## src/rtl/xrbm_pkg.sv

```systemverilog
// package for the xorshift random-below-modulus unit
// shared constants and the divider cell's control struct; no dependencies
`default_nettype none
package xrbm_pkg;
   localparam int unsigned WordWidth = 64;
   localparam logic [63:0] ResetMarkA  = 64'h0000_0000_1234_5678;
   localparam logic [63:0] ResetValueB = 64'h0000_0000_ABCD_EF01;
   localparam logic [63:0] SeedXorMask = 64'h5555_5555_5555_5555;
   localparam int unsigned ShiftA = 23;
   localparam int unsigned ShiftB = 17;
   localparam int unsigned ShiftC = 26;

   typedef struct packed {
      logic load;
      logic step;
   } cell_ctrl_type;
endpackage
`default_nettype wire

```

## src/rtl/xrbm_div_cell.sv

```systemverilog
// one bit cell of the restoring remainder chain
// holds one dividend bit and one remainder bit; uses xrbm_pkg
`default_nettype none
module xrbm_div_cell (
   input  wire                    clock,
   input  xrbm_pkg::cell_ctrl_type ctrl,
   input  wire                    load_bit,
   input  wire                    dvd_from_right,
   input  wire                    rem_from_right,
   input  wire                    sub_bit,
   input  wire                    take_sub,
   output logic                   dvd_bit,
   output logic                   rem_bit
);
   import xrbm_pkg::*;
   logic dvd_ff, dvd_in, rem_ff, rem_in;
   always_comb begin
      dvd_in = dvd_ff;
      rem_in = rem_ff;
      if (ctrl.load) begin
         dvd_in = load_bit;
         rem_in = 1'b0;
      end else if (ctrl.step) begin
         dvd_in = dvd_from_right;
         rem_in = take_sub ? sub_bit : rem_from_right;
      end
   end
   always_ff @(posedge clock) begin
      dvd_ff <= dvd_in;
      rem_ff <= rem_in;
   end
   assign dvd_bit = dvd_ff;
   assign rem_bit = rem_ff;
endmodule
`default_nettype wire

```

## src/rtl/xorshift_random_below_modulus_unit.sv

```systemverilog
// a nonzero modulus passes through the generator state, the shift-subtract state
// in the bit-cell chain and a fix-up state before the response; a zero modulus is
// answered straight from idle; one request at a time and a new one only after the
// response transaction
// the remainder chain has 64 bit cells
// synchronous reset loads the marker and reset value into the generator words, clears seed and control
`default_nettype none
module xorshift_random_below_modulus_unit (
   input  wire         clock,
   input  wire         reset,
   input  wire         req_tvalid,
   output logic        req_tready,
   input  wire  [63:0] req_tdata,   // [63:0] modulus
   output logic        rsp_tvalid,
   input  wire         rsp_tready,
   output logic [63:0] rsp_tdata,   // [63:0] random_value
   output logic        rsp_tuser,   // [0] result_valid
   input  wire         csr_valid,
   output logic        csr_ready,
   input  wire  [63:0] csr_data
);
   import xrbm_pkg::*;
   localparam logic [1:0] StIdle = 2'd0, StGen = 2'd1, StDiv = 2'd2, StFix = 2'd3;

   logic [1:0]  state_ff, state_in;
   logic [63:0] seed_ff, wa_ff, wa_in, wb_ff, wb_in, mod_ff, draw_ff, draw_in;
   logic [6:0]  cnt_ff, cnt_in;
   logic        rv_ff, rv_in;
   logic [63:0] rd_ff, rd_in;
   logic        ru_ff, ru_in;
   logic [63:0] dvd, rem;
   logic [64:0] shifted, diff;
   logic        take;
   cell_ctrl_type ctrl;
   logic [63:0] sa, sb, x, nb;
   logic        fire;

   assign fire = req_tvalid && req_tready;
   assign req_tready = (state_ff == StIdle) && !rv_ff;
   assign csr_ready = 1'b1;

   always_comb begin
      sa = wa_ff; sb = wb_ff;
      if (wa_ff == ResetMarkA) begin
         sa = seed_ff; sb = seed_ff ^ SeedXorMask;
      end
      x  = sa ^ (sa << ShiftA);
      nb = x ^ sb ^ (x >> ShiftB) ^ (sb >> ShiftC);
   end

   assign shifted = {rem, dvd[63]};
   assign diff    = shifted - {1'b0, mod_ff};
   assign take    = !diff[64];
   assign ctrl    = '{load: (state_ff == StGen), step: (state_ff == StDiv)};

   genvar gi;
   generate
      for (gi = 0; gi < 64; gi++) begin : g_cell
         xrbm_div_cell u_cell (
            .clock(clock), .ctrl(ctrl), .load_bit(draw_in[gi]),
            .dvd_from_right(gi == 0 ? 1'b0 : dvd[(gi == 0) ? 0 : gi - 1]),
            .rem_from_right(shifted[gi]), .sub_bit(diff[gi]), .take_sub(take),
            .dvd_bit(dvd[gi]), .rem_bit(rem[gi]));
      end
   endgenerate

   always_comb begin
      state_in = state_ff; wa_in = wa_ff; wb_in = wb_ff; draw_in = draw_ff;
      cnt_in = cnt_ff; rv_in = rv_ff; rd_in = rd_ff; ru_in = ru_ff;
      if (rv_ff && rsp_tready) rv_in = 1'b0;
      unique case (state_ff)
         StIdle: if (fire) begin
            if (req_tdata == 64'd0) begin
               rv_in = 1'b1; rd_in = 64'd0; ru_in = 1'b0;
            end else state_in = StGen;
         end
         StGen: begin
            wa_in = sb; wb_in = nb; draw_in = nb + sb;
            cnt_in = 7'd0; state_in = StDiv;
         end
         StDiv: begin
            cnt_in = cnt_ff + 7'd1;
            if (cnt_ff == 7'd63) state_in = StFix;
         end
         StFix: begin
            rv_in = 1'b1; ru_in = 1'b1;
            rd_in = (rem == 64'd0) ? 64'd1 : rem;
            state_in = StIdle;
         end
         default: state_in = StIdle;
      endcase
   end

   always_ff @(posedge clock) begin
      if (reset) begin
         state_ff <= StIdle; rv_ff <= 1'b0; seed_ff <= 64'd0;
         wa_ff <= ResetMarkA; wb_ff <= ResetValueB;
      end else begin
         state_ff <= state_in; rv_ff <= rv_in; wa_ff <= wa_in; wb_ff <= wb_in;
         if (csr_valid && csr_ready) seed_ff <= csr_data;
      end
      if (fire) mod_ff <= req_tdata;
      draw_ff <= draw_in; cnt_ff <= cnt_in; rd_ff <= rd_in; ru_ff <= ru_in;
   end

   assign rsp_tvalid = rv_ff;
   assign rsp_tdata  = rd_ff;
   assign rsp_tuser  = ru_ff;

`ifndef SYNTHESIS
   a_no_accept_busy: assert property (@(posedge clock) disable iff (reset)
      (state_ff != StIdle) |-> !req_tready) else $error("accept while busy");
   a_valid_nonzero: assert property (@(posedge clock) disable iff (reset)
      (rsp_tvalid && rsp_tuser) |-> (rsp_tdata != 64'd0)) else $error("zero value");
   a_gen_to_div: assert property (@(posedge clock) disable iff (reset)
      (state_ff == StGen) |=> (state_ff == StDiv)) else $error("bad sequence");
`endif
endmodule
`default_nettype wire

```

## config.mk

```make
export PLATFORM = sky130hd
export DESIGN_NAME = xorshift_random_below_modulus_unit
export DESIGN_NICKNAME = d
export VERILOG_FILES = /design/src/rtl/xrbm_pkg.sv /design/src/rtl/xrbm_div_cell.sv /design/src/rtl/xorshift_random_below_modulus_unit.sv
export SDC_FILE = /design/constraint.sdc
export NUM_CORES = 1
export LEC_CHECK = 0
export BUFFER_PORTS_ARGS = -buffer_cell sky130_fd_sc_hd__clkbuf_2
export CAP_MARGIN = 20
export CORE_MARGIN = 2
export CORE_UTILIZATION = 40
export DETAILED_ROUTE_END_ITERATION = 12
export SYNTH_ARGS = -nofsm -noshare
export SYNTH_HDL_FRONTEND = slang
export SYNTH_SLANG_ARGS = --single-unit
```

## constraint.sdc

```tcl
create_clock -name clock -period 11.4 [get_ports clock]
set_clock_uncertainty 0.2 [all_clocks]
set_input_delay 0 -clock clock [delete_from_list [all_inputs] [get_ports clock]]
set_output_delay 0 -clock clock [all_outputs]
set_load 0.01 [all_outputs]
```

* Word-level counts from Yosys, hierarchy flattened
Index checks and enable logic that the tools add are counted.
** Storage, ports and cells
- Output and inout bits :: 68
- Flip-flop bits (word level) :: 523
** Cells by class
- Muxes and demuxes :: 211
- Reduce and logical (&&, ||, !) cells :: 11
- Bitwise gates (word level) :: 5
- Eq/ne operators :: 9
- Add/subtract/negate cells :: 3
** Operators by type and width (count)
- 2-to-1 mux 64 bit :: 6
- 2-to-1 mux 1 bit :: 197
- zero test 64 bit :: 2
- case mux 64 bit (2 select lines) :: 1
- XOR 64 bit :: 2
- subtractor 65 x 64 -> 65 bit :: 1
- adder 64 bit :: 1
- == test 64 x 29 -> 1 bit, second input constant :: 1
- XOR 64 x 38 -> 64 bit :: 1
- XOR 64 x 47 -> 64 bit :: 1
- NOT 32 bit :: 1
- case mux 7 bit (2 select lines) :: 1
- case mux 2 bit (4 select lines) :: 1
- adder 7 x 1 -> 7 bit, second input constant :: 1
- == test 7 x 6 -> 1 bit, second input constant :: 1
- 2-to-1 mux 2 bit :: 3
- AND reduction 3 bit :: 2
- == test 2 bit, second input constant :: 2
- != test 2 x 1 -> 1 bit, second input constant :: 2
- != test 2 bit, second input constant :: 2
- case mux 1 bit (2 select lines) :: 2
- nonzero test 2 bit :: 2
- logical AND 1 bit :: 3
- == test 2 x 1 -> 1 bit, second input constant :: 1
- 2 further kinds :: 2

* Longest topological paths before layout
- Depth after elaboration :: 9
- Depth in mapped cells :: 26

* Cells and area by module
From an unflattened synthesis, not the netlist that was laid out.
** Second synthesis, totals
- Cell total of the unflattened synthesis :: 3388
- Area, all modules :: 31428.9 um^2
** By module, submodules not included
- xorshift_random_below_modulus_unit :: times used 1, cells each 2940, area an instance 25423.1 um^2
- xrbm_div_cell :: times used 64, cells each 7, area an instance 93.8 um^2

* Least setup slack after synthesis
No wires, ideal clock.
- Kind :: register to register
- Start :: register wa_ff[32]
- End :: register g_cell[60].u_cell.dvd_ff (data pin)
- Data required time :: 11.065 ns
- Period minus slack after synthesis :: 6.044 ns
- Setup slack :: 5.356 ns
- Data arrival time :: 5.709 ns
- Cell stages (with the launch flop) :: 26
- Cells stage by stage :: dfxtp_1 > buf_6 > nor4b_4 > nand4_1 > nor4_4 > buf_6 > buf_12 > buf_4 > buf_4 > buf_4 > mux2i_1 > xor2_1 > xnor2_1 > ha_1 > clkbuf_1 > a21oi_1 > o221a_2 > o21ai_0 > a22o_1 > or3_1 > o21a_1 > o41ai_2 > or4_4 > a21oi_2 > or4_1 > nand3_1
** On the way
- Word-level cells in the longest chain between the ends :: 9
- Elaborated cells on any way between the ends :: 10
** RTL lines
- start: declaration :: RTL line xorshift_random_below_modulus_unit.sv:26 : logic [63:0] seed_ff, wa_ff, wa_in, wb_ff, wb_in, mod_ff, draw_ff, draw_in;
- start signal: assignment :: RTL line xorshift_random_below_modulus_unit.sv:97 : wa_ff <= ResetMarkA; wb_ff <= ResetValueB;
- start signal: assignment :: RTL line xorshift_random_below_modulus_unit.sv:99 : state_ff <= state_in; rv_ff <= rv_in; wa_ff <= wa_in; wb_ff <= wb_in;
- == test 64 x 29 -> 1 bit * :: RTL line xorshift_random_below_modulus_unit.sv:44 : if (wa_ff == ResetMarkA) begin
- 2-to-1 mux 64 bit :: RTL line xorshift_random_below_modulus_unit.sv:44
- XOR 64 bit :: RTL line xorshift_random_below_modulus_unit.sv:47 : x = sa ^ (sa << ShiftA);
- XOR 64 bit :: RTL line xorshift_random_below_modulus_unit.sv:48 : nb = x ^ sb ^ (x >> ShiftB) ^ (sb >> ShiftC);
- XOR 64 x 47 -> 64 bit :: RTL line xorshift_random_below_modulus_unit.sv:48
- XOR 64 x 38 -> 64 bit * :: RTL line xorshift_random_below_modulus_unit.sv:48
- named net nb[33] :: RTL line xorshift_random_below_modulus_unit.sv:35 : logic [63:0] sa, sb, x, nb;
- adder 64 bit * :: RTL line xorshift_random_below_modulus_unit.sv:78 : wa_in = sb; wb_in = nb; draw_in = nb + sb;
- 2-to-1 mux 64 bit * :: RTL line xorshift_random_below_modulus_unit.sv:71 : unique case (state_ff)
- 2-to-1 mux 1 bit * :: RTL line xrbm_div_cell.sv:20 : if (ctrl.load) begin
- named net g_cell[60].u_cell.dvd_in :: RTL line xrbm_div_cell.sv:16 : logic dvd_ff, dvd_in, rem_ff, rem_in;
- end signal: assignment :: RTL line xrbm_div_cell.sv:29 : dvd_ff <= dvd_in;
- end: declaration :: RTL line xrbm_div_cell.sv:16
Mark *: on every way through the listed nets, which the timed path passes. The rest lies on a longest branch.
A chain may end at the register's enable or synchronous reset.

* Final worst setup path
- Start :: register wa_ff[30]
- End :: register g_cell[49].u_cell.dvd_ff (data pin)
** On the way
- Word-level cells in the longest chain between the ends :: 9
- Elaborated cells on any way between the ends :: 10
** RTL lines (RTL line)
- == test 64 x 29 -> 1 bit * :: xorshift_random_below_modulus_unit.sv:44
- 2-to-1 mux 64 bit :: xorshift_random_below_modulus_unit.sv:44
- XOR 64 bit :: xorshift_random_below_modulus_unit.sv:47
- XOR 64 bit :: xorshift_random_below_modulus_unit.sv:48
- XOR 64 x 47 -> 64 bit :: xorshift_random_below_modulus_unit.sv:48
- XOR 64 x 38 -> 64 bit * :: xorshift_random_below_modulus_unit.sv:48
- named net nb[7] :: xorshift_random_below_modulus_unit.sv:35
- adder 64 bit * :: xorshift_random_below_modulus_unit.sv:78
- 2-to-1 mux 64 bit * :: xorshift_random_below_modulus_unit.sv:71
- 2-to-1 mux 1 bit * :: xrbm_div_cell.sv:20
- named net g_cell[49].u_cell.dvd_in :: xrbm_div_cell.sv:16
- end signal: assignment :: xrbm_div_cell.sv:29
- end: declaration :: xrbm_div_cell.sv:16
Marks and branches as above.

==> results.yml <==
sta:
  finalHoldViolCount: 0
  fin_crit_ns: 7.82
  maxSlewHeadroom_pct: 24.8
  drv_slew: 0
  finalSetupViolCount: 0
  period_share_pct: 68.6
  tns_ns: 0
  fmax_mhz: 128
  worst_slew_pin_slew_ns: 1.10
  rsz0062_at_grt: "false"
route:
  topRoutingLayerUsed: "met4"
  drc: 0
  wl_met3_um: 6270
  vias: 26900
  dr_wl_met2_um: 46100
  wl_met1_um: 43500
  routedWlPerCell_um: 21.0
  dr.pass1.iters: 6
  drtIter0Drc: 2514
  viasPerCell: 5.59
  drt.antenna.violating_nets: 0
  routed_wl_um: 101000
critical_path:
  critPathTopFamily: "simple AND/OR/NAND/NOR gates"
  path_max_fanout: 46
  cpPeakStageDelay_ns: 1.01
  end_kind: "flip-flop"
  worstPathCellList: "nor4_1, nand4_1, or4_2, buf_4, nand2_1, a21boi_0, a21oi_1, xnor2_1, xnor2_1, ha_1, a2111oi_0, or3_1, a21oi_1, nor4_1, nor2_1, a2111oi_0, o31ai_1, o21ai_0, xnor2_1, a21oi_1"
  cp.required_ns: 11.54
  path_buf_inv: 1
  start_kind: "flip-flop"
  critPathSlowestCell: "or4_2"
  arrival_ns: 7.95
  path_class: "reg2reg"
clocking:
  post_cts_buffers: 0
  cts.repair.resized: 0
  h-tree-depth: 2
  root_buffer: "clkbuf_16"
  ctsHoldBuffers: 308
  cts_tree: "built"
  cts_inserted_buffers: 54
  clk_transition_reported_paths_ns: 0.06
  cts_sinks: 459
  cts_buffer_depth: 3
  insertion_delay_ns: 0.63
floorplanning:
  die_area_mm2: 0.0754
  floorplan.initialDensity_pct: 40.3
  die_w_um: 275
  die_y_um: 275
  num_io_pins: 201
  core_mm2: 0.0727
  num_rows: 99
run_status:
  outcome: "complete, no violations"
synth:
  synthCells: 3416
  synth_cell_types: 91
  synth_edf_count: 200
  synthTopCellsByArea: "edfxtp_1 (21%), dfxtp_1 (18%), nor2_1 (6.1%)"
  synth_top_area_share_pct: 20.5
  ys_warn_count: 0
  yosysMostFrequentCell: "nor2_1"
  syn_avg_cell_area_um2: 8.57
  ys_top_cells_by_count: "nor2_1 (476), dfxtp_1 (259), a21oi_1 (245)"
  ys_seq_area_share_pct: 38.2
  synth_top_area_cell: "edfxtp_1"
  synth.net_count: 3684
  ys_ff_latch: 459
  ys_async_sr_fraction_pct: 0
  ys.flop_type: "dfxtp_1"
  syn-cell-area_mm2: 0.0293
global_routing:
  antenna_found_initial: 0
  grt_max_degree: 194
  grt_pass1_vias: 25600
  grt_pass1_wl_um: 154000
  overflow: 0
  grt_usage_pct: 26.4
layout:
  final_nets: 4080
  final_layout_size_suffix_gt1_share_pct: 9.43
  n_fill_cell: 6845
  diodes: 0
  finalCoreUtilization_pct: 49.6
  syn_to_final_growth_pct: 23.1
placed_design:
  gp_congestion: 0.948
  portBuffers: 199
  dpl.hpwl_um: 73500
worst_hold_path:
  hold_path_class: "in2reg"
flow_run:
  drv_cap: 0
power_and_ir_drop:
  total_power_mw: 12.8
  leakage_nw: 15.0
  vdd_drop_max_uv: 193
  cellPowerDensity_mw_per_mm2: 354
==> worst reg2reg max path, delay by kind of cell (launching register included) <==
| kind | cells | cell delay [ns] |
|---|---|---|
| flops | 1 | 0.41 |
| xor+xnor | 3 | 0.48 |
| fa+ha+maj | 1 | 0.39 |
| buf+inv | 1 | 0.42 |
| compound gates | 8 | 2.51 |
| simple gates | 7 | 3.13 |
==> area by class of cell <==
cell class	count	area [um^2]	area share, %
timing repair buffer	529	4290	11.9
tap	959	1200	3.33
clock inverter	29	424	1.18
inverter	201	754	2.09
sequential	459	11200	31.1
multi-input combinational	2567	16600	46.1
clock buffer	73	1560	4.32
==> layout by cell type, fill, tap and decap left out, drive strengths merged, types with 11 or more instances in the layout <==
cell         Yosys  final
a21boi          15     15
inv            200    202
edfxtp         200    200
and2            85     85
or3             15     15
nand4           37     37
nor4            64     64
a31oi           38     38
a21o            60     60
mux2i          152    152
o211ai          24     24
nor2           476    476
buf             42     24
o21ai          207    207
dlygate4sd3      0    308
o21bai          24     24
nand2b          29     29
a21oi          248    248
a211oi         103    103
and3            15     15
clkinv           1     16
nor2b           23     23
nand3           59     59
or2             11     11
dfxtp          259    259
o31ai           15     15
xnor2          180    180
o21a            24     24
o211a           11     11
ha             133    133
xor2            99     99
nand2          234    234
nor3            54     54
clkbuf         147    270
==> through the flow <==
stage / worst slack, ns / std cells / hold WS (ns) / cell area, um^2
2_1_floorplan: 5.36 / 3416 / -0.101 / 29300
3_3_place_gp: 3.74 / 4406 / -0.00238 / 30900
3_5_place_dp: 3.75 / 4407 / 0.000336 / 31000
4_1_cts: 3.76 / 4817 / 0.110 / 36000
5_1_grt: 3.13 / 4817 / 0.180 / 36000
6_report: 3.58 / 4817 / 0.119 / 36000
==> power breakdown <==
group	total, mW	leakage, nW	switching (mW)	internal [mW]
Combinational	8.01	9.93	4.95	3.06
Sequential	2.83	4.09	0.488	2.34
Clock	1.92	0.962	0.750	1.17
==> registers in the layout, indices dropped and copies added, names as in the netlist <==
register               cells
g_cell.u_cell.rem_bit     64
rsp_tvalid                 1
mod_ff                    64
wa_ff                     64
wb_ff                     64
g_cell.u_cell.dvd_bit     64
seed_ff                   64
rsp_tdata                 64
cnt_ff                     7
state_ff                   2
rsp_tuser                  1
==> layer usage <==
metal / up-vias / track usage, %
met5: - / 0
met2: 1012 / 43.1
met4: 0 / 11.6
met1: 12800 / 34.6
li1: 12900 / -
met3: 222 / 3.74
==> final timing paths <==
check	from	to	slack [ns]	depth (start not counted)
max	wa_ff[30]	g_cell[49].u_cell.dvd_bit	3.58	20
min	csr_valid	seed_ff[49]	0.12	4
max reg2reg	wa_ff[30]	g_cell[49].u_cell.dvd_bit	3.58	20
min reg2reg	wb_ff[36]	wb_ff[36]	0.28	2
==> kinds of logic after synthesis <==
family                   Yosys count  synth area share [%]
buffers and inverters            390                  5.28
AND/OR/NAND/NOR                 1134                  18.1
adder cells (fa/ha/maj)          140                  5.99
multiplexers                     162                  5.62
other                              1                0.0128
flip-flops                       459                  38.2
AO/OA/AOI/OAI                    851                  18.4
XOR/XNOR                         279                  8.35
No activity file was read; power rests on OpenSTA's default activity.
